--- src/sv/tcsgr_pkg.sv ---
// Shared types, constants and helper functions of the cell to SGR encoder.
`timescale 1ns / 1ps

package tcsgr_pkg;

    localparam int MAX_COLS_DEF = 1024;
    localparam int QUEUE_DEPTH  = 4;
    localparam int SEG_CNT      = 21;
    localparam int STR_LEN      = 17;

    localparam logic [10:0] JUMP_MAX   = 11'd2047;
    localparam logic [31:0] HAS_EXT    = 32'h1000_0000;
    localparam logic [31:0] UL_STYLE   = 32'h1C00_0000;
    localparam logic [31:0] COLOR_BITS = 32'h03FF_FFFF;
    localparam logic [15:0] SURR_HI    = 16'hD800;
    localparam logic [15:0] SURR_LO    = 16'hDC00;

    localparam logic [1:0] KIND_TEXT = 2'd0;
    localparam logic [1:0] KIND_LINK = 2'd1;
    localparam logic [1:0] KIND_COMB = 2'd2;

    // Segment codes, in stream order.
    localparam logic [4:0] SEG_JX_E    = 5'd0;
    localparam logic [4:0] SEG_JC_E    = 5'd1;
    localparam logic [4:0] SEG_SGR_PRE = 5'd2;
    localparam logic [4:0] SEG_SGR_RST = 5'd3;
    localparam logic [4:0] SEG_INV     = 5'd4;
    localparam logic [4:0] SEG_BOLD    = 5'd5;
    localparam logic [4:0] SEG_BLINK   = 5'd6;
    localparam logic [4:0] SEG_INVIS   = 5'd7;
    localparam logic [4:0] SEG_STRIKE  = 5'd8;
    localparam logic [4:0] SEG_FGCOL   = 5'd9;
    localparam logic [4:0] SEG_ITAL    = 5'd10;
    localparam logic [4:0] SEG_DIM     = 5'd11;
    localparam logic [4:0] SEG_BGCOL   = 5'd12;
    localparam logic [4:0] SEG_ULSTY   = 5'd13;
    localparam logic [4:0] SEG_ULCOL   = 5'd14;
    localparam logic [4:0] SEG_LCLOSE  = 5'd15;
    localparam logic [4:0] SEG_LMARK   = 5'd16;
    localparam logic [4:0] SEG_JX_L    = 5'd17;
    localparam logic [4:0] SEG_JC_L    = 5'd18;
    localparam logic [4:0] SEG_CONTENT = 5'd19;
    localparam logic [4:0] SEG_JX_END  = 5'd20;

    localparam logic [SEG_CNT-1:0] ITEM_MASK = 21'h007FF8;

    localparam logic [15:0] CH_ESC   = 16'h001B;
    localparam logic [15:0] CH_LBR   = 16'h005B;
    localparam logic [15:0] CH_RBR   = 16'h005D;
    localparam logic [15:0] CH_SEMI  = 16'h003B;
    localparam logic [15:0] CH_COLON = 16'h003A;
    localparam logic [15:0] CH_BEL   = 16'h0007;
    localparam logic [15:0] CH_0     = 16'h0030;
    localparam logic [15:0] CH_M     = 16'h006D;
    localparam logic [15:0] CH_X     = 16'h0058;
    localparam logic [15:0] CH_C     = 16'h0043;

    typedef struct packed {
        logic [SEG_CNT-1:0] segs;
        logic [31:0]        fg;
        logic [31:0]        bg;
        logic [31:0]        ul;
        logic [15:0]        jump_bcd;
        logic [15:0]        jend_bcd;
        logic [31:0]        link;
        logic [9:0]         column;
        logic [15:0]        u0;
        logic [15:0]        u1;
        logic               two;
        logic               comb;
    } t_desc;

    function automatic logic [15:0] bcd_inc(logic [15:0] b);
        logic [15:0] r;
        logic        c;
        r = b;
        c = 1'b1;
        for (int i = 0; i < 4; i++) begin
            if (c) begin
                if (r[i*4 +: 4] == 4'd9) begin
                    r[i*4 +: 4] = 4'd0;
                end else begin
                    r[i*4 +: 4] = r[i*4 +: 4] + 4'd1;
                    c = 1'b0;
                end
            end
        end
        return r;
    endfunction

    // Three decimal digits of a byte by reciprocal multiplication.
    function automatic logic [11:0] bcd8(logic [7:0] n);
        logic [15:0] p;
        logic [15:0] q;
        logic [3:0]  h;
        logic [3:0]  t;
        logic [3:0]  o;
        logic [7:0]  rem;
        p   = 16'(n) * 16'd41;
        h   = 4'(p >> 12);
        rem = n - 8'({4'd0, h} * 8'd100);
        q   = 16'(rem) * 16'd205;
        t   = 4'(q >> 11);
        o   = 4'(rem - 8'({4'd0, t} * 8'd10));
        return {h, t, o};
    endfunction

endpackage

--- src/sv/tcsgr_if.sv ---
// Request and result channel interfaces of the cell to SGR encoder.
`timescale 1ns / 1ps

interface tcsgr_in_if;
    logic        valid;
    logic        ready;
    logic        req_type;
    logic [23:0] content;
    logic [31:0] fg_attr;
    logic [31:0] bg_attr;
    logic [31:0] ul_ext;
    logic [31:0] link_id;
    logic        first_cell;
    logic        last_cell;

    modport source(output valid, req_type, content, fg_attr, bg_attr, ul_ext, link_id,
                   first_cell, last_cell, input ready);
    modport sink(input valid, req_type, content, fg_attr, bg_attr, ul_ext, link_id,
                 first_cell, last_cell, output ready);
endinterface

interface tcsgr_out_if;
    logic        valid;
    logic        ready;
    logic [1:0]  kind;
    logic [15:0] unit0;
    logic [15:0] unit1;
    logic [15:0] unit2;
    logic [15:0] unit3;
    logic [2:0]  unit_count;
    logic [31:0] marker_link;
    logic [9:0]  marker_column;
    logic        run_end;

    modport source(output valid, kind, unit0, unit1, unit2, unit3, unit_count,
                   marker_link, marker_column, run_end, input ready);
    modport sink(input valid, kind, unit0, unit1, unit2, unit3, unit_count,
                 marker_link, marker_column, run_end, output ready);
endinterface

--- src/sv/tcsgr_front.sv ---
// Front end: takes requests, keeps the attribute state and classifies each cell.
`timescale 1ns / 1ps

module tcsgr_front #(
    parameter int MAX_COLS = tcsgr_pkg::MAX_COLS_DEF
) (
    input  logic               i_clk,
    input  logic               i_rst_n,
    tcsgr_in_if.sink           i_cell,
    input  logic               i_q_full,
    output logic               o_push,
    output tcsgr_pkg::t_desc   o_desc
);

    localparam int COL_W = $clog2(MAX_COLS);
    localparam int CX_W  = (COL_W > 10) ? COL_W : 10;

    logic [31:0]      r_last_fg, n_last_fg;
    logic [31:0]      r_last_bg, n_last_bg;
    logic [31:0]      r_last_ul, n_last_ul;
    logic [31:0]      r_last_link, n_last_link;
    logic [31:0]      r_lsb, n_lsb;
    logic [10:0]      r_jump, n_jump;
    logic [15:0]      r_jump_bcd, n_jump_bcd;
    logic [1:0]       r_skip, n_skip;
    logic [COL_W-1:0] r_col, n_col;

    logic [31:0]      lsb0;
    logic [10:0]      jc0;
    logic [15:0]      jb0;
    logic [10:0]      jc1;
    logic [15:0]      jb1;
    logic [1:0]       skip0;
    logic [COL_W-1:0] col0;
    logic [CX_W-1:0]  colx;
    logic [31:0]      bg;
    logic [31:0]      dfg;
    logic [31:0]      dbg;
    logic [31:0]      dul;
    logic             chg;
    logic             cnz;
    logic             rst_sgr;
    logic [20:0]      cp;
    logic [20:0]      cps;
    logic             accept;
    tcsgr_pkg::t_desc desc;

    assign i_cell.ready = !i_q_full;
    assign accept       = i_cell.valid && !i_q_full;

    always_comb begin
        lsb0  = i_cell.first_cell ? r_last_bg : r_lsb;
        jc0   = i_cell.first_cell ? 11'd0 : r_jump;
        jb0   = i_cell.first_cell ? 16'd0 : r_jump_bcd;
        skip0 = i_cell.first_cell ? 2'd0 : r_skip;
        col0  = i_cell.first_cell ? '0 : r_col;
        colx  = CX_W'(col0);
        bg    = i_cell.bg_attr & ~tcsgr_pkg::HAS_EXT;
        dfg   = i_cell.fg_attr ^ r_last_fg;
        dbg   = i_cell.bg_attr ^ r_last_bg;
        dul   = i_cell.ul_ext ^ r_last_ul;
        chg   = (i_cell.fg_attr != r_last_fg) || (bg != r_last_bg) ||
                (i_cell.ul_ext != r_last_ul);
        cnz   = i_cell.content[21:0] != 22'd0;
        rst_sgr = (i_cell.fg_attr == 32'd0) && (i_cell.bg_attr == 32'd0);
        cp    = i_cell.content[20:0];
        cps   = cp - 21'h010000;
        // An attribute change flushes the pending jump before the run count moves on.
        jc1   = chg ? 11'd0 : jc0;
        jb1   = chg ? 16'd0 : jb0;

        n_last_fg   = r_last_fg;
        n_last_bg   = r_last_bg;
        n_last_ul   = r_last_ul;
        n_last_link = r_last_link;
        n_jump      = jc0;
        n_jump_bcd  = jb0;
        n_skip      = skip0;
        n_col       = col0;
        n_lsb       = lsb0;

        desc          = '0;
        desc.fg       = i_cell.fg_attr;
        desc.bg       = i_cell.bg_attr;
        desc.ul       = i_cell.ul_ext;
        desc.jump_bcd = jb0;
        desc.link     = i_cell.link_id;
        desc.column   = colx[9:0];
        desc.comb     = i_cell.content[21];
        if (cp > 21'h00FFFF) begin
            desc.u0  = 16'(cps >> 10) + tcsgr_pkg::SURR_HI;
            desc.u1  = {6'd0, cps[9:0]} + tcsgr_pkg::SURR_LO;
            desc.two = 1'b1;
        end else begin
            desc.u0  = cp[15:0];
            desc.two = 1'b0;
        end

        if (i_cell.req_type) begin
            n_last_fg   = i_cell.fg_attr;
            n_last_bg   = i_cell.bg_attr;
            n_last_ul   = i_cell.ul_ext;
            n_last_link = i_cell.link_id;
            n_lsb       = i_cell.bg_attr;
            n_jump      = 11'd0;
            n_jump_bcd  = 16'd0;
            n_skip      = 2'd0;
            n_col       = '0;
        end else begin
            if (skip0 != 2'd0) begin
                n_skip = skip0 - 2'd1;
            end else begin
                // The pending jump goes out before the SGR if there is one,
                // otherwise just before the cell content.
                if ((jc0 != 11'd0) && (chg || cnz)) begin
                    if (chg) begin
                        desc.segs[tcsgr_pkg::SEG_JX_E] = r_last_bg != lsb0;
                        desc.segs[tcsgr_pkg::SEG_JC_E] = 1'b1;
                    end else begin
                        desc.segs[tcsgr_pkg::SEG_JX_L] = r_last_bg != lsb0;
                        desc.segs[tcsgr_pkg::SEG_JC_L] = 1'b1;
                    end
                end
                if (chg) begin
                    if (rst_sgr) begin
                        desc.segs[tcsgr_pkg::SEG_SGR_PRE] = 1'b1;
                        desc.segs[tcsgr_pkg::SEG_SGR_RST] = 1'b1;
                    end else begin
                        desc.segs[tcsgr_pkg::SEG_INV]    = dfg[26];
                        desc.segs[tcsgr_pkg::SEG_BOLD]   = dfg[27];
                        desc.segs[tcsgr_pkg::SEG_BLINK]  = dfg[29];
                        desc.segs[tcsgr_pkg::SEG_INVIS]  = dfg[30];
                        desc.segs[tcsgr_pkg::SEG_STRIKE] = dfg[31];
                        desc.segs[tcsgr_pkg::SEG_FGCOL]  =
                            (dfg & tcsgr_pkg::COLOR_BITS) != 32'd0;
                        desc.segs[tcsgr_pkg::SEG_ITAL]   = dbg[26];
                        desc.segs[tcsgr_pkg::SEG_DIM]    = dbg[27];
                        desc.segs[tcsgr_pkg::SEG_BGCOL]  =
                            (dbg & tcsgr_pkg::COLOR_BITS) != 32'd0;
                        desc.segs[tcsgr_pkg::SEG_ULSTY]  = i_cell.bg_attr[28] &&
                            ((dul & tcsgr_pkg::UL_STYLE) != 32'd0);
                        desc.segs[tcsgr_pkg::SEG_ULCOL]  = i_cell.bg_attr[28] &&
                            ((dul & tcsgr_pkg::COLOR_BITS) != 32'd0);
                        desc.segs[tcsgr_pkg::SEG_SGR_PRE] =
                            (desc.segs & tcsgr_pkg::ITEM_MASK) != '0;
                    end
                    n_last_fg = i_cell.fg_attr;
                    n_last_bg = bg;
                    n_last_ul = i_cell.ul_ext;
                end
                if (i_cell.link_id != r_last_link) begin
                    desc.segs[tcsgr_pkg::SEG_LCLOSE] = r_last_link != 32'd0;
                    if (i_cell.bg_attr[28] && (i_cell.link_id != 32'd0)) begin
                        desc.segs[tcsgr_pkg::SEG_LMARK] = 1'b1;
                        n_last_link = i_cell.link_id;
                    end else begin
                        n_last_link = 32'd0;
                    end
                end
                if (cnz) begin
                    desc.segs[tcsgr_pkg::SEG_CONTENT] = 1'b1;
                    n_jump     = 11'd0;
                    n_jump_bcd = 16'd0;
                end else if (jc1 < tcsgr_pkg::JUMP_MAX) begin
                    n_jump     = jc1 + 11'd1;
                    n_jump_bcd = tcsgr_pkg::bcd_inc(jb1);
                end
                n_skip = (i_cell.content[23:22] > 2'd1) ? i_cell.content[23:22] - 2'd1 : 2'd0;
            end
            desc.jend_bcd = n_jump_bcd;
            if (i_cell.last_cell) begin
                desc.segs[tcsgr_pkg::SEG_JX_END] = (n_jump != 11'd0) && (n_last_bg != lsb0);
                n_lsb      = n_last_bg;
                n_jump     = 11'd0;
                n_jump_bcd = 16'd0;
                n_skip     = 2'd0;
                n_col      = '0;
            end else if (col0 < COL_W'(MAX_COLS - 1)) begin
                n_col = col0 + 1'b1;
            end
        end
    end

    assign o_push = accept && !i_cell.req_type && (desc.segs != '0);
    assign o_desc = desc;

    always_ff @(posedge i_clk) begin
        if (!i_rst_n) begin
            r_last_fg   <= '0;
            r_last_bg   <= '0;
            r_last_ul   <= '0;
            r_last_link <= '0;
            r_lsb       <= '0;
            r_jump      <= '0;
            r_jump_bcd  <= '0;
            r_skip      <= '0;
            r_col       <= '0;
        end else if (accept) begin
            r_last_fg   <= n_last_fg;
            r_last_bg   <= n_last_bg;
            r_last_ul   <= n_last_ul;
            r_last_link <= n_last_link;
            r_lsb       <= n_lsb;
            r_jump      <= n_jump;
            r_jump_bcd  <= n_jump_bcd;
            r_skip      <= n_skip;
            r_col       <= n_col;
        end
    end

endmodule

--- src/sv/tcsgr_queue.sv ---
// Short queue of classified cells between the front and back ends.
`timescale 1ns / 1ps

module tcsgr_queue #(
    parameter int DEPTH = tcsgr_pkg::QUEUE_DEPTH
) (
    input  logic             i_clk,
    input  logic             i_rst_n,
    input  logic             i_push,
    input  tcsgr_pkg::t_desc i_desc,
    input  logic             i_pop,
    output logic             o_full,
    output logic             o_empty,
    output tcsgr_pkg::t_desc o_head
);

    localparam int PTR_W = $clog2(DEPTH);
    localparam int CNT_W = $clog2(DEPTH + 1);

    tcsgr_pkg::t_desc r_mem [DEPTH];
    logic [PTR_W-1:0] r_wr, r_rd;
    logic [CNT_W-1:0] r_cnt;
    logic             do_push, do_pop;

    assign o_full  = r_cnt == CNT_W'(DEPTH);
    assign o_empty = r_cnt == '0;
    assign o_head  = r_mem[r_rd];
    assign do_push = i_push && !o_full;
    assign do_pop  = i_pop && !o_empty;

    always_ff @(posedge i_clk) begin
        if (do_push) begin
            r_mem[r_wr] <= i_desc;
        end
    end

    always_ff @(posedge i_clk) begin
        if (!i_rst_n) begin
            r_wr  <= '0;
            r_rd  <= '0;
            r_cnt <= '0;
        end else begin
            if (do_push) begin
                r_wr <= (r_wr == PTR_W'(DEPTH - 1)) ? '0 : r_wr + 1'b1;
            end
            if (do_pop) begin
                r_rd <= (r_rd == PTR_W'(DEPTH - 1)) ? '0 : r_rd + 1'b1;
            end
            r_cnt <= r_cnt + CNT_W'(do_push) - CNT_W'(do_pop);
        end
    end

endmodule

--- src/sv/tcsgr_back.sv ---
// Back end: walks the segments of a cell, packs code units and drives the results.
`timescale 1ns / 1ps

module tcsgr_back (
    input  logic             i_clk,
    input  logic             i_rst_n,
    input  logic             i_empty,
    input  tcsgr_pkg::t_desc i_head,
    output logic             o_pop,
    tcsgr_out_if.source      o_res
);

    typedef struct packed {
        logic [tcsgr_pkg::STR_LEN-1:0][15:0] ch;
        logic [4:0]                          len;
    } t_str;

    function automatic t_str sput(t_str s, logic [15:0] c);
        t_str r;
        r = s;
        if (r.len < 5'(tcsgr_pkg::STR_LEN)) begin
            r.ch[r.len] = c;
            r.len       = r.len + 5'd1;
        end
        return r;
    endfunction

    function automatic logic [15:0] dch(logic [3:0] d);
        return tcsgr_pkg::CH_0 + {12'd0, d};
    endfunction

    // Decimal digits without leading zeros, at least one.
    function automatic t_str sdig(t_str s, logic [15:0] b);
        t_str r;
        logic started;
        r = s;
        started = 1'b0;
        for (int i = 3; i > 0; i--) begin
            if ((b[i*4 +: 4] != 4'd0) || started) begin
                r = sput(r, dch(b[i*4 +: 4]));
                started = 1'b1;
            end
        end
        r = sput(r, dch(b[3:0]));
        return r;
    endfunction

    function automatic t_str sbyte(t_str s, logic [7:0] v);
        return sdig(s, {4'd0, tcsgr_pkg::bcd8(v)});
    endfunction

    function automatic t_str sflag(t_str s, logic v, logic [3:0] on, logic [3:0] off);
        t_str r;
        r = s;
        if (v) begin
            r = sput(r, dch(on));
        end else begin
            r = sput(r, dch(4'd2));
            r = sput(r, dch(off));
        end
        r = sput(r, tcsgr_pkg::CH_SEMI);
        return r;
    endfunction

    function automatic t_str scolour(logic [31:0] v, logic [3:0] c);
        t_str r;
        r = '0;
        case (v[25:24])
            2'd0: begin
                r = sput(r, dch(c));
                r = sput(r, dch(4'd9));
            end
            2'd1: begin
                if (c == 4'd5) begin
                    r = sput(r, dch(4'd5));
                    r = sput(r, dch(4'd8));
                    r = sput(r, tcsgr_pkg::CH_SEMI);
                    r = sput(r, dch(4'd5));
                    r = sput(r, tcsgr_pkg::CH_SEMI);
                    r = sbyte(r, {4'd0, v[3:0]});
                end else if (v[3]) begin
                    if (c == 4'd3) begin
                        r = sput(r, dch(4'd9));
                    end else begin
                        r = sput(r, dch(4'd1));
                        r = sput(r, dch(4'd0));
                    end
                    r = sput(r, dch({1'b0, v[2:0]}));
                end else begin
                    r = sput(r, dch(c));
                    r = sput(r, dch({1'b0, v[2:0]}));
                end
            end
            2'd2: begin
                r = sput(r, dch(c));
                r = sput(r, dch(4'd8));
                r = sput(r, tcsgr_pkg::CH_SEMI);
                r = sput(r, dch(4'd5));
                r = sput(r, tcsgr_pkg::CH_SEMI);
                r = sbyte(r, v[7:0]);
            end
            default: begin
                r = sput(r, dch(c));
                r = sput(r, dch(4'd8));
                r = sput(r, tcsgr_pkg::CH_SEMI);
                r = sput(r, dch(4'd2));
                r = sput(r, tcsgr_pkg::CH_SEMI);
                r = sbyte(r, v[23:16]);
                r = sput(r, tcsgr_pkg::CH_SEMI);
                r = sbyte(r, v[15:8]);
                r = sput(r, tcsgr_pkg::CH_SEMI);
                r = sbyte(r, v[7:0]);
            end
        endcase
        r = sput(r, tcsgr_pkg::CH_SEMI);
        return r;
    endfunction

    function automatic t_str scsi(logic [15:0] b, logic [15:0] fin);
        t_str r;
        r = '0;
        r = sput(r, tcsgr_pkg::CH_ESC);
        r = sput(r, tcsgr_pkg::CH_LBR);
        r = sdig(r, b);
        r = sput(r, fin);
        return r;
    endfunction

    function automatic t_str seg_str(logic [4:0] seg, tcsgr_pkg::t_desc d);
        t_str r;
        r = '0;
        case (seg)
            tcsgr_pkg::SEG_JX_E, tcsgr_pkg::SEG_JX_L: r = scsi(d.jump_bcd, tcsgr_pkg::CH_X);
            tcsgr_pkg::SEG_JC_E, tcsgr_pkg::SEG_JC_L: r = scsi(d.jump_bcd, tcsgr_pkg::CH_C);
            tcsgr_pkg::SEG_JX_END: r = scsi(d.jend_bcd, tcsgr_pkg::CH_X);
            tcsgr_pkg::SEG_SGR_PRE: begin
                r = sput(r, tcsgr_pkg::CH_ESC);
                r = sput(r, tcsgr_pkg::CH_LBR);
            end
            tcsgr_pkg::SEG_SGR_RST: r = sput(r, tcsgr_pkg::CH_SEMI);
            tcsgr_pkg::SEG_INV:     r = sflag(r, d.fg[26], 4'd7, 4'd7);
            tcsgr_pkg::SEG_BOLD:    r = sflag(r, d.fg[27], 4'd1, 4'd2);
            tcsgr_pkg::SEG_BLINK:   r = sflag(r, d.fg[29], 4'd5, 4'd5);
            tcsgr_pkg::SEG_INVIS:   r = sflag(r, d.fg[30], 4'd8, 4'd8);
            tcsgr_pkg::SEG_STRIKE:  r = sflag(r, d.fg[31], 4'd9, 4'd9);
            tcsgr_pkg::SEG_FGCOL:   r = scolour(d.fg, 4'd3);
            tcsgr_pkg::SEG_ITAL:    r = sflag(r, d.bg[26], 4'd3, 4'd3);
            tcsgr_pkg::SEG_DIM:     r = sflag(r, d.bg[27], 4'd2, 4'd2);
            tcsgr_pkg::SEG_BGCOL:   r = scolour(d.bg, 4'd4);
            tcsgr_pkg::SEG_ULSTY: begin
                r = sput(r, dch(4'd4));
                r = sput(r, tcsgr_pkg::CH_COLON);
                r = sput(r, dch({1'b0, d.ul[28:26]}));
                r = sput(r, tcsgr_pkg::CH_SEMI);
            end
            tcsgr_pkg::SEG_ULCOL:   r = scolour(d.ul, 4'd5);
            tcsgr_pkg::SEG_LCLOSE: begin
                r = sput(r, tcsgr_pkg::CH_ESC);
                r = sput(r, tcsgr_pkg::CH_RBR);
                r = sput(r, dch(4'd8));
                r = sput(r, tcsgr_pkg::CH_SEMI);
                r = sput(r, tcsgr_pkg::CH_SEMI);
                r = sput(r, tcsgr_pkg::CH_BEL);
            end
            tcsgr_pkg::SEG_CONTENT: begin
                r = sput(r, d.u0);
                if (d.two) begin
                    r = sput(r, d.u1);
                end
            end
            default: r = '0;
        endcase
        return r;
    endfunction

    tcsgr_pkg::t_desc                  r_desc;
    logic [tcsgr_pkg::SEG_CNT-1:0]     r_rem, n_rem;
    logic [4:0]                        r_idx, n_idx;
    logic                              r_busy;
    logic [3:0][15:0]                  r_pack, n_pack;
    logic [1:0]                        r_pack_n, n_pack_n;

    logic        r_ov;
    logic [1:0]  r_kind;
    logic [3:0][15:0] r_units;
    logic [2:0]  r_cnt;
    logic [31:0] r_link;
    logic [9:0]  r_col;
    logic        r_end;

    logic [4:0]                    seg;
    logic [tcsgr_pkg::SEG_CNT-1:0] rest;
    logic                          last_seg;
    t_str                          str;
    logic                          is_marker;
    logic                          item_last;
    logic                          last_char;
    logic                          final_unit;
    logic                          need;
    logic [15:0]                   ch;
    logic                          out_free;
    logic                          emit;
    logic                          finish;
    logic [1:0]                    e_kind;
    logic [3:0][15:0]              e_pk;
    logic [3:0][15:0]              e_units;
    logic [2:0]                    e_cnt;
    logic [31:0]                   e_link;
    logic [9:0]                    e_col;
    logic                          e_end;

    always_comb begin
        seg = 5'd0;
        for (int i = tcsgr_pkg::SEG_CNT - 1; i >= 0; i--) begin
            if (r_rem[i]) begin
                seg = 5'(i);
            end
        end
        rest      = r_rem & ~(tcsgr_pkg::SEG_CNT'(1) << seg);
        last_seg  = rest == '0;
        str       = seg_str(seg, r_desc);
        is_marker = (seg == tcsgr_pkg::SEG_LMARK) ||
                    ((seg == tcsgr_pkg::SEG_CONTENT) && r_desc.comb);
        item_last = (seg >= tcsgr_pkg::SEG_SGR_RST) && (seg <= tcsgr_pkg::SEG_ULCOL) &&
                    ((rest & tcsgr_pkg::ITEM_MASK) == '0);
        last_char = r_idx == (str.len - 5'd1);
        ch        = str.ch[r_idx];
        // The last SGR parameter ends in the final byte instead of a separator.
        if (item_last && last_char) begin
            ch = tcsgr_pkg::CH_M;
        end
        final_unit = last_char && last_seg;
        need       = (r_pack_n == 2'd3) || final_unit;
        out_free   = !r_ov || o_res.ready;

        n_rem    = r_rem;
        n_idx    = r_idx;
        n_pack   = r_pack;
        n_pack_n = r_pack_n;
        emit     = 1'b0;
        finish   = 1'b0;
        e_kind   = tcsgr_pkg::KIND_TEXT;
        e_pk     = r_pack;
        e_cnt    = {1'b0, r_pack_n};
        e_link   = 32'd0;
        e_col    = 10'd0;
        e_end    = 1'b0;

        if (r_busy) begin
            if (is_marker) begin
                if (r_pack_n != 2'd0) begin
                    if (out_free) begin
                        emit     = 1'b1;
                        n_pack_n = 2'd0;
                    end
                end else if (out_free) begin
                    emit  = 1'b1;
                    e_cnt = 3'd0;
                    e_end = last_seg;
                    if (seg == tcsgr_pkg::SEG_LMARK) begin
                        e_kind = tcsgr_pkg::KIND_LINK;
                        e_link = r_desc.link;
                    end else begin
                        e_kind = tcsgr_pkg::KIND_COMB;
                        e_col  = r_desc.column;
                    end
                    n_rem  = rest;
                    finish = last_seg;
                end
            end else if (!need || out_free) begin
                e_pk[r_pack_n] = ch;
                n_pack         = e_pk;
                if (need) begin
                    emit     = 1'b1;
                    e_cnt    = {1'b0, r_pack_n} + 3'd1;
                    e_end    = final_unit;
                    n_pack_n = 2'd0;
                end else begin
                    n_pack_n = r_pack_n + 2'd1;
                end
                if (last_char) begin
                    n_idx  = 5'd0;
                    n_rem  = rest;
                    finish = last_seg;
                end else begin
                    n_idx = r_idx + 5'd1;
                end
            end
        end

        for (int j = 0; j < 4; j++) begin
            e_units[j] = (3'(j) < e_cnt) ? e_pk[j] : 16'd0;
        end
    end

    assign o_pop = !i_empty && (!r_busy || finish);

    always_ff @(posedge i_clk) begin
        if (!i_rst_n) begin
            r_busy   <= 1'b0;
            r_rem    <= '0;
            r_idx    <= '0;
            r_pack_n <= '0;
            r_ov     <= 1'b0;
        end else begin
            r_pack_n <= n_pack_n;
            if (o_pop) begin
                r_busy <= 1'b1;
                r_rem  <= i_head.segs;
                r_idx  <= 5'd0;
            end else begin
                if (finish) begin
                    r_busy <= 1'b0;
                end
                r_rem <= n_rem;
                r_idx <= n_idx;
            end
            if (emit) begin
                r_ov <= 1'b1;
            end else if (o_res.ready) begin
                r_ov <= 1'b0;
            end
        end
    end

    always_ff @(posedge i_clk) begin
        r_pack <= n_pack;
        if (o_pop) begin
            r_desc <= i_head;
        end
        if (emit) begin
            r_kind  <= e_kind;
            r_units <= e_units;
            r_cnt   <= e_cnt;
            r_link  <= e_link;
            r_col   <= e_col;
            r_end   <= e_end;
        end
    end

    assign o_res.valid         = r_ov;
    assign o_res.kind          = r_kind;
    assign o_res.unit0         = r_units[0];
    assign o_res.unit1         = r_units[1];
    assign o_res.unit2         = r_units[2];
    assign o_res.unit3         = r_units[3];
    assign o_res.unit_count    = r_cnt;
    assign o_res.marker_link   = r_link;
    assign o_res.marker_column = r_col;
    assign o_res.run_end       = r_end;

endmodule

--- src/sv/terminal_cell_to_ansi_sgr_encoder.sv ---
// Top level of the terminal cell to ANSI SGR encoder.
// Throughput: the front takes one request a cycle while the queue has room; the back
// produces one code unit a cycle while its result register is not stalled; a link or
// combined marker goes out as a result of its own, after any code units that wait
// ahead of it have gone out.
// Reset clears the attribute state, the queue pointers and the result valid flag.
`timescale 1ns / 1ps

module terminal_cell_to_ansi_sgr_encoder #(
    parameter int MAX_COLS = tcsgr_pkg::MAX_COLS_DEF
) (
    input  logic         i_clk,
    input  logic         i_rst_n,
    tcsgr_in_if.sink     i_cell,
    tcsgr_out_if.source  o_res
);

    logic             push;
    logic             pop;
    logic             q_full;
    logic             q_empty;
    tcsgr_pkg::t_desc push_desc;
    tcsgr_pkg::t_desc head_desc;

    tcsgr_front #(
        .MAX_COLS(MAX_COLS)
    ) u_front (
        .i_clk    (i_clk),
        .i_rst_n  (i_rst_n),
        .i_cell   (i_cell),
        .i_q_full (q_full),
        .o_push   (push),
        .o_desc   (push_desc)
    );

    tcsgr_queue #(
        .DEPTH(tcsgr_pkg::QUEUE_DEPTH)
    ) u_queue (
        .i_clk   (i_clk),
        .i_rst_n (i_rst_n),
        .i_push  (push),
        .i_desc  (push_desc),
        .i_pop   (pop),
        .o_full  (q_full),
        .o_empty (q_empty),
        .o_head  (head_desc)
    );

    tcsgr_back u_back (
        .i_clk   (i_clk),
        .i_rst_n (i_rst_n),
        .i_empty (q_empty),
        .i_head  (head_desc),
        .o_pop   (pop),
        .o_res   (o_res)
    );

endmodule

--- src/flat_wrapper.sv ---
// flat-port wrapper written by rule: the top's interface ports become plain ports
module terminal_cell_to_ansi_sgr_encoder_flat 
#(
    parameter int MAX_COLS = tcsgr_pkg::MAX_COLS_DEF
)
  (i_clk, i_rst_n, i_cell_valid, i_cell_req_type, i_cell_content, i_cell_fg_attr, i_cell_bg_attr, i_cell_ul_ext, i_cell_link_id, i_cell_first_cell, i_cell_last_cell, i_cell_ready, o_res_valid, o_res_kind, o_res_unit0, o_res_unit1, o_res_unit2, o_res_unit3, o_res_unit_count, o_res_marker_link, o_res_marker_column, o_res_run_end, o_res_ready);
  tcsgr_in_if i_cell_i ();
  tcsgr_out_if o_res_i ();
  input  logic i_clk;
  input  logic i_rst_n;
  input wire logic [$bits(i_cell_i.valid)-1:0] i_cell_valid;
  input wire logic [$bits(i_cell_i.req_type)-1:0] i_cell_req_type;
  input wire logic [$bits(i_cell_i.content)-1:0] i_cell_content;
  input wire logic [$bits(i_cell_i.fg_attr)-1:0] i_cell_fg_attr;
  input wire logic [$bits(i_cell_i.bg_attr)-1:0] i_cell_bg_attr;
  input wire logic [$bits(i_cell_i.ul_ext)-1:0] i_cell_ul_ext;
  input wire logic [$bits(i_cell_i.link_id)-1:0] i_cell_link_id;
  input wire logic [$bits(i_cell_i.first_cell)-1:0] i_cell_first_cell;
  input wire logic [$bits(i_cell_i.last_cell)-1:0] i_cell_last_cell;
  output wire logic [$bits(i_cell_i.ready)-1:0] i_cell_ready;
  output wire logic [$bits(o_res_i.valid)-1:0] o_res_valid;
  output wire logic [$bits(o_res_i.kind)-1:0] o_res_kind;
  output wire logic [$bits(o_res_i.unit0)-1:0] o_res_unit0;
  output wire logic [$bits(o_res_i.unit1)-1:0] o_res_unit1;
  output wire logic [$bits(o_res_i.unit2)-1:0] o_res_unit2;
  output wire logic [$bits(o_res_i.unit3)-1:0] o_res_unit3;
  output wire logic [$bits(o_res_i.unit_count)-1:0] o_res_unit_count;
  output wire logic [$bits(o_res_i.marker_link)-1:0] o_res_marker_link;
  output wire logic [$bits(o_res_i.marker_column)-1:0] o_res_marker_column;
  output wire logic [$bits(o_res_i.run_end)-1:0] o_res_run_end;
  input wire logic [$bits(o_res_i.ready)-1:0] o_res_ready;
  assign i_cell_i.valid = i_cell_valid;
  assign i_cell_i.req_type = i_cell_req_type;
  assign i_cell_i.content = i_cell_content;
  assign i_cell_i.fg_attr = i_cell_fg_attr;
  assign i_cell_i.bg_attr = i_cell_bg_attr;
  assign i_cell_i.ul_ext = i_cell_ul_ext;
  assign i_cell_i.link_id = i_cell_link_id;
  assign i_cell_i.first_cell = i_cell_first_cell;
  assign i_cell_i.last_cell = i_cell_last_cell;
  assign i_cell_ready = i_cell_i.ready;
  assign o_res_valid = o_res_i.valid;
  assign o_res_kind = o_res_i.kind;
  assign o_res_unit0 = o_res_i.unit0;
  assign o_res_unit1 = o_res_i.unit1;
  assign o_res_unit2 = o_res_i.unit2;
  assign o_res_unit3 = o_res_i.unit3;
  assign o_res_unit_count = o_res_i.unit_count;
  assign o_res_marker_link = o_res_i.marker_link;
  assign o_res_marker_column = o_res_i.marker_column;
  assign o_res_run_end = o_res_i.run_end;
  assign o_res_i.ready = o_res_ready;
  terminal_cell_to_ansi_sgr_encoder #(.MAX_COLS(MAX_COLS)) u_core (.i_clk(i_clk), .i_rst_n(i_rst_n), .i_cell(i_cell_i), .o_res(o_res_i));
endmodule
--- config.mk ---
export PLATFORM = sky130hd
export DESIGN_NAME = terminal_cell_to_ansi_sgr_encoder_flat
export DESIGN_NICKNAME = d
export VERILOG_FILES = /design/src/sv/tcsgr_pkg.sv /design/src/sv/tcsgr_if.sv /design/src/sv/tcsgr_front.sv /design/src/sv/tcsgr_queue.sv /design/src/sv/tcsgr_back.sv /design/src/sv/terminal_cell_to_ansi_sgr_encoder.sv /design/src/flat_wrapper.sv
export SDC_FILE = /design/constraint.sdc
export NUM_CORES = 2
export LEC_CHECK = 0
export BUFFER_PORTS_ARGS = -buffer_cell sky130_fd_sc_hd__buf_4
export CAP_MARGIN = 20
export CORE_ASPECT_RATIO = 1.2
export CORE_MARGIN = 3
export CORE_UTILIZATION = 39
export DETAILED_ROUTE_END_ITERATION = 10
export PLACE_DENSITY = 0.63
export SKIP_LAST_GASP = 1
export SLEW_MARGIN = 20
export SYNTH_ARGS = -nofsm -noshare
export SYNTH_HDL_FRONTEND = slang
export SYNTH_SLANG_ARGS = --single-unit
--- constraint.sdc ---
create_clock -name i_clk -period 24.8 [get_ports i_clk]
set_clock_uncertainty 0.1 [all_clocks]
set_input_delay 1.24 -clock i_clk [delete_from_list [all_inputs] [get_ports i_clk]]
set_output_delay 1.24 -clock i_clk [all_outputs]
set_load 0.02 [all_outputs]
Yosys cells after proc, flatten, opt, wreduce, memory -nomap -nowiden --
Memories as Yosys holds them, arrays and structs flattened. A register that Yosys moved wholly into a read port is not among the register bits. Cells that the tools add are included.
Word-level totals: bits of input ports 159, memories kept 1, register bits after elaboration 609, memory bits (writable) 900, logic and storage cells 2079
Memories:
- u_core.u_queue.r_mem | depth 4, width 225, read ports 1, clocked after memory_dff 1, wr ports 1, line tcsgr_queue.sv:20 | tcsgr_pkg::t_desc r_mem [DEPTH];
Cells by class: reductions and logical operators 245, magnitude comparators 388, shift operators 1, $mul 38, eq/ne operators 46, add/subtract/negate cells 203, bitwise logic cells 217, muxes and demuxes 899
Operators by type and width (count):
- $mux W277 | 336
- $bwmux W272 | 56
- $demux W16 S5 | 125
- $not A187 Y187 | 39
- $and A187 B187 Y187 | 33
- $pmux W277 S18 | 1
- $not A221 Y221 | 18
- $or A85 B85 Y85 | 33
- $pmux W277 S3 | 3
- $not A204 Y204 | 11
- $and A13 B221 Y221 | 10
- $mux W16 | 138
- $and A221 B221 Y221 | 8
- $and A12 B204 Y204 | 7
- $mux W21 | 58
- $and A11 B187 Y187 | 6
- $and A204 B204 Y204 | 4
- $lt A5 B6 Y1 const B | 126
- $add A5 B1 Y5 const B | 126
- $ge A5 B1 Y1 const B | 125
- $lt A5 B5 Y1 const B | 125
- $mux W32 | 17
- $or A3 B51 Y51 | 10
- $or A5 B85 Y85 | 6
- 97 further kinds | 616

Logic depth before layout (Yosys ltp) --
depth in word-level cells 177, depth in mapped cells 87, mapped depth without buffers 80

Cells and area by module --
A second synthesis with hierarchy kept.
Unflattened totals: cells, all modules 9265, area, all modules 98470.7 µm²
By module, submodules not included:
- tcsgr_back | sequential area each 10810.4 µm², cells each 6141, instances 1, area an instance 51129.0 µm²
- tcsgr_queue | sequential area each 27206.1 µm², cells each 1228, instances 1, area an instance 32926.6 µm²
- tcsgr_front | sequential area each 3983.8 µm², cells each 1896, instances 1, area an instance 14415.1 µm²

Least setup slack after synthesis --
No wires, ideal clock.
path kind reg2reg, start register u_core.u_back.r_desc[191] in the netlist's numbering, end register u_core.u_back.r_kind[0], in the netlist u_core.u_back.o_res.kind[0] (enable), data arrival time 21.524 ns, stages on the path, launching flop included 72, path slack 2.556 ns, setup time 0.620 ns, required time 24.080 ns, cells stage by stage edfxtp_1 -> ha_1 -> fa_1 -> ha_1 -> ha_1 -> and3_1 -> a31o_2 -> a21o_1 -> a21o_1 -> a21o_1 -> a21o_1 -> a21oi_1 -> nor2b_1 -> nor2_1 -> xnor2_1 -> inv_1 -> ha_1 -> inv_1 -> (+36 left out) -> o211ai_1 -> ha_1 -> nor3_1 -> a211o_1 -> or2_1 -> and2_1 -> ha_1 -> o311ai_0 -> a221oi_1 -> nand4b_1 -> a211oi_2 -> nand3_1 -> or4_1 -> and3_4 -> o41ai_4 -> buf_6 -> inv_1 -> a21oi_1
Between the ends: cells in the longest elaborated chain, start to end 62, elaborated cells between the ends (all ways) 82, those cells by class add/sub (13); mul (3); order compare (11); eq/ne (1); mux (47); reduce/logical (7)
RTL lines:
- from (decl) | line tcsgr_back.sv:176 | tcsgr_pkg::t_desc r_desc;
- from (signal assigned) | line tcsgr_back.sv:329 | r_desc <= i_head;
- branches (longest 7 deep; another with $mul A8 B8 Y15)
- $mux W277 (*) (3 in series)
- $add A5 B1 Y5 / $lt A5 B5 Y1 (equally long branches)
- $mux W277 (*) (3 in series)
- $add A5 B1 Y5 / $lt A5 B5 Y1 (equally long branches)
- $mux W277 (*) (3 in series)
- $add A5 B1 Y5 / $lt A5 B5 Y1 (equally long branches)
- $mux W277
- (+33 left out)
- $sub A5 B1 Y5 (*)
- $eq A5 B5 Y1 (*)
- $logic_and A1 B1 Y1 (*)
- $logic_or A1 B1 Y1 (*)
- $logic_not A1 Y1
- $logic_or A1 B1 Y1
- $mux W1 (*) (3 in series)
- named net u_core.u_back.emit | line tcsgr_back.sv:202 | logic emit;
- to (signal assigned) | line tcsgr_back.sv:332 | r_kind <= e_kind;
- to (decl) | line tcsgr_back.sv:184 | logic [1:0] r_kind;
Mark *: on every way through the listed nets, which the timed path passes. The select of a mux whose other input is x is not followed. A chain may end at the register's enable or synchronous reset.

Final worst setup path --
start register u_core.u_back.r_desc[156] in the netlist's numbering, end register u_core.u_back.r_units, in the netlist u_core.u_back.o_res.unit0[2] (data pin)
Between the ends: cells in the longest elaborated chain, start to end 65, elaborated cells between the ends (all ways) 167, those cells by class add/sub (17); mul (4); order compare (34); eq/ne (1); mux (86); bitwise (6); reduce/logical (19)
RTL lines:
- branches (longest 11 deep; another with $mul A8 B8 Y15)
- $mux W277 (*) (3 in series)
- $add A5 B1 Y5, or another cell as far along
- $mux W277 (*) (3 in series)
- $add A5 B1 Y5, or another cell as far along
- $mux W277 / $and A187 B187 Y187 (equally long branches)
- $mux W277 (*) (3 in series)
- $add A5 B1 Y5, or another cell as far along
- (+30 left out)
- $not A187 Y187 (no line) / $mux W277 (equally long branches)
- $and A187 B187 Y187 (no line)
- $mux W277 (*)
- $pmux W277 S18 (*)
- $bmux W16 S5
- $mux W16 (2 in series)
- $bwmux W64
- $mux W64 (3 in series)
- to (signal assigned) | line tcsgr_back.sv:333 | r_units <= e_units;
- to (decl) | line tcsgr_back.sv:185 | logic [3:0][15:0] r_units;
Mark *: on every way between the ends. The select of a mux whose other input is x is not followed.

==> metrics.txt <==
status=complete, no violations; I/O pins=273; DRC Markers=0; H-tree lvl count=4; clock sink count=approximately 1,400; first drt pass iteration count=10; Critical Path Sink Type=flip-flop; core box area=about 240,000 um^2; antenna violations before repair=28; post-cts sizing count=0; crit path kind=flip-flop to flip-flop; CTS clk-pin slew, worst paths=approximately 60 ps; Hold Fails Final Rpt=0; total grt overflow=0; setup_tns=0 ps; Regs by FF count=u_core.u_queue.r_mem: 844 flops, u_core.u_back.r_desc: 190 flops, u_core.u_back.r_pack: 48 flops; final number of max-transition violations=0; largest net degree at the start of global routing=131; Final HPWL DP=about 260,000 um; Die W=456 um; CTS tree=yes; ys async rst share=0; port bufs=about 270; Layout Area Growth over Synthesis=10.9%; Final setup viols=0; Worst Path Max Fanout=22; routed len/inst=around 28 um; Post-CTS Setup Inserts=0; CP max stage cell=o41ai_4; Global Route Usage Sum=0.270; starting density of the core=0.393; share of post-route cells with drive strength above 1=0.119; maxcap violations=0; Most flops, register=u_core.u_queue.r_mem; warnings from Yosys=0; R2R Setup Slk=around 2500 ps; count of flip-flops with a built-in enable after synthesis=approximately 1,100; Syn Area/Cell=10.5 um^2; Worst Reg2Reg Path Length in Cells=roughly 70; Cell Area, Synth=between 90,000 and 100,000 um^2; Primary FF master, synth=edfxtp_1; hold_buf cts=0; Critical Path End=u_core.u_back.o_res.unit0[2]; RSZ-0062 raised after global routing=false; detailed router's first-iteration violation count=around 8,000; Synth cell types=~120; CP startpoint=u_core.u_back.r_desc[156]; Max clock buf depth=4; Die Ht=about 550 um; Mapped Nets=a little over 10,000; vias per cell=a little over 6; vias=roughly 77,000; post-route ant nets=0; post-layout minimum cycle time=22,340 ps; nets=between 10,000 and 15,000; Gate Count Post-Synth=8,999; Worst path max stage delay=970 ps; Placer Congestion=1.11; total wire length=roughly 350,000 um; Relative slew margins=0.201; Root Buffer=clkbuf_16; vias in the first global route=between 70,000 and 80,000; hold crit path type=flip-flop to flip-flop; Worst EP arrival=around 23,000 ps; number of buffers created by CTS=around 140; period utilization=0.901; Worst-Margin Slew=between 1000 and 1500 ps; f_max=between 0.04 and 0.05 GHz; first-pass GRT wire length=just over 500,000 um; Crit path top cell by count=ha_1; reg2reg start=u_core.u_back.r_desc[156]; die area=249,000 um^2; Std-Cell Rows=approximately 200; max reg flops=about 840; Clk Latency, worst-skew pair=a little over 800 ps; share of the yosys chip area belonging to registers=0.424; CP Launch Type=flip-flop; Hold Path Stages=1; worst endpoint required time=about 25,000 ps; R2R Path End=u_core.u_back.o_res.unit0[2]; hold slack final=between 300 and 400 ps; #FFs+latches synth=around 1,400
-- kinds of logic (layout without fill, tap and decap cells) --
| logic type | count (synthesis) | count (layout) | synth area share |
|---|---|---|---|
| xor+xnor | 391 | 391 | 0.0383 |
| simple gates | 2590 | 2590 | 0.133 |
| mux | 323 | 323 | 0.0635 |
| fa+ha+maj | 928 | 928 | 0.133 |
| other cells | 0 | 16 | 0 |
| buf+inv | 1039 | 1248 | 0.0421 |
| compound gates | 2296 | 2296 | 0.167 |
| flops | 1432 | 1432 | 0.424 |
-- routing by layer --
| metal | up-vias | part of all wire | routed length, um | track usage |
|---|---|---|---|---|
| li1 | 34200 | - | - | - |
| met1 | 37900 | 0.40 | 138000 | 0.343 |
| met2 | 3600 | 0.46 | 160000 | 0.438 |
| met3 | 940 | 0.077 | 26600 | 0.0491 |
| met4 | 14 | 0.062 | 21600 | 0.143 |
| met5 | - | 0.00029 | 99 | 0 |
-- metrics by stage --
step | setup WS (ps) | cell area [um^2] | std cells | utilization
finish | 2460 | 105000 | 12400 | 0.436
global route | 1160 | 105000 | 12400 | 0.436
CTS | 2930 | 105000 | 12400 | 0.436
detailed placement | 2920 | 101000 | 12200 | 0.417
global placement | 3370 | 101000 | 12100 | 0.417
floorplan | 2560 | 94700 | 8999 | -
-- worst min path at each step --
stage | startpoint | to | slack, ps
CTS | u_core.u_back.r_pack[4] | u_core.u_back.r_pack[4] | 360
detailed placement | u_core.u_back.r_pack[4] | u_core.u_back.r_pack[4] | 350
global route | u_core.u_back.r_pack[44] | u_core.u_back.r_pack[44] | 380
floorplan | u_core.u_back.r_pack[4] | u_core.u_back.r_pack[4] | 330
global placement | u_core.u_back.r_pack[4] | u_core.u_back.r_pack[4] | 340
finish | u_core.u_back.r_pack[4] | u_core.u_back.r_pack[4] | 360
-- layout by cell type, fill, tap and decap left out, drive strengths merged, types with 140 or more instances in the layout --
master | netlist | layout
edfxtp | 1146 | 1146
nand2 | 919 | 919
ha | 795 | 795
inv | 546 | 552
nor2 | 468 | 468
buf | 83 | 452
o21ai | 451 | 451
a21oi | 420 | 420
dfxtp | 286 | 286
xnor2 | 269 | 269
nand3 | 252 | 252
mux4 | 211 | 211
o211ai | 192 | 192
clkbuf | 402 | 170
nor3 | 156 | 156
a21boi | 151 | 151
nor2b | 140 | 140
-- area by class of cell --
class / instances / area [um^2]
diodes: 16 / 40.0
clock buffers: 170 / 3690
clock inverters: 72 / 761
fillers: 22600 / 136000
inverters: 554 / 2090
multi-input cells: 6528 / 50900
flip-flops and latches: 1432 / 40100
well taps: 3184 / 3980
repair buffers: 452 / 3430
-- critical path: cells and delay by family (launching register included) --
family	cells	cell delay, ps
simple gates	21	6750
compound gates	24	6520
fa+ha+maj	15	5780
buf+inv	5	1120
xor+xnor	3	910
flops	1	570
mux	1	270
-- cells in the mapped netlist (all sizes together), types with 133 or more instances --
| library cell | n | area, um^2 |
|---|---|---|
| fa | 133 | 2660 |
| xnor2 | 269 | 2420 |
| a21boi | 151 | 1130 |
| nor3 | 156 | 812 |
| o211ai | 192 | 1450 |
| dfxtp | 286 | 5730 |
| mux4 | 211 | 4750 |
| o21ai | 451 | 2260 |
| nand3 | 252 | 1260 |
| nor2 | 468 | 1770 |
| ha | 795 | 9950 |
| a22oi | 136 | 1020 |
| inv | 546 | 2050 |
| nor2b | 140 | 876 |
| edfxtp | 1146 | 34400 |
| clkbuf | 402 | 1510 |
| a21oi | 420 | 2140 |
| nand2 | 919 | 3450 |
| and2 | 138 | 863 |
Power is not shown: default switching activity piles up to over one toggle a cycle in this logic, so the estimate is an artifact.
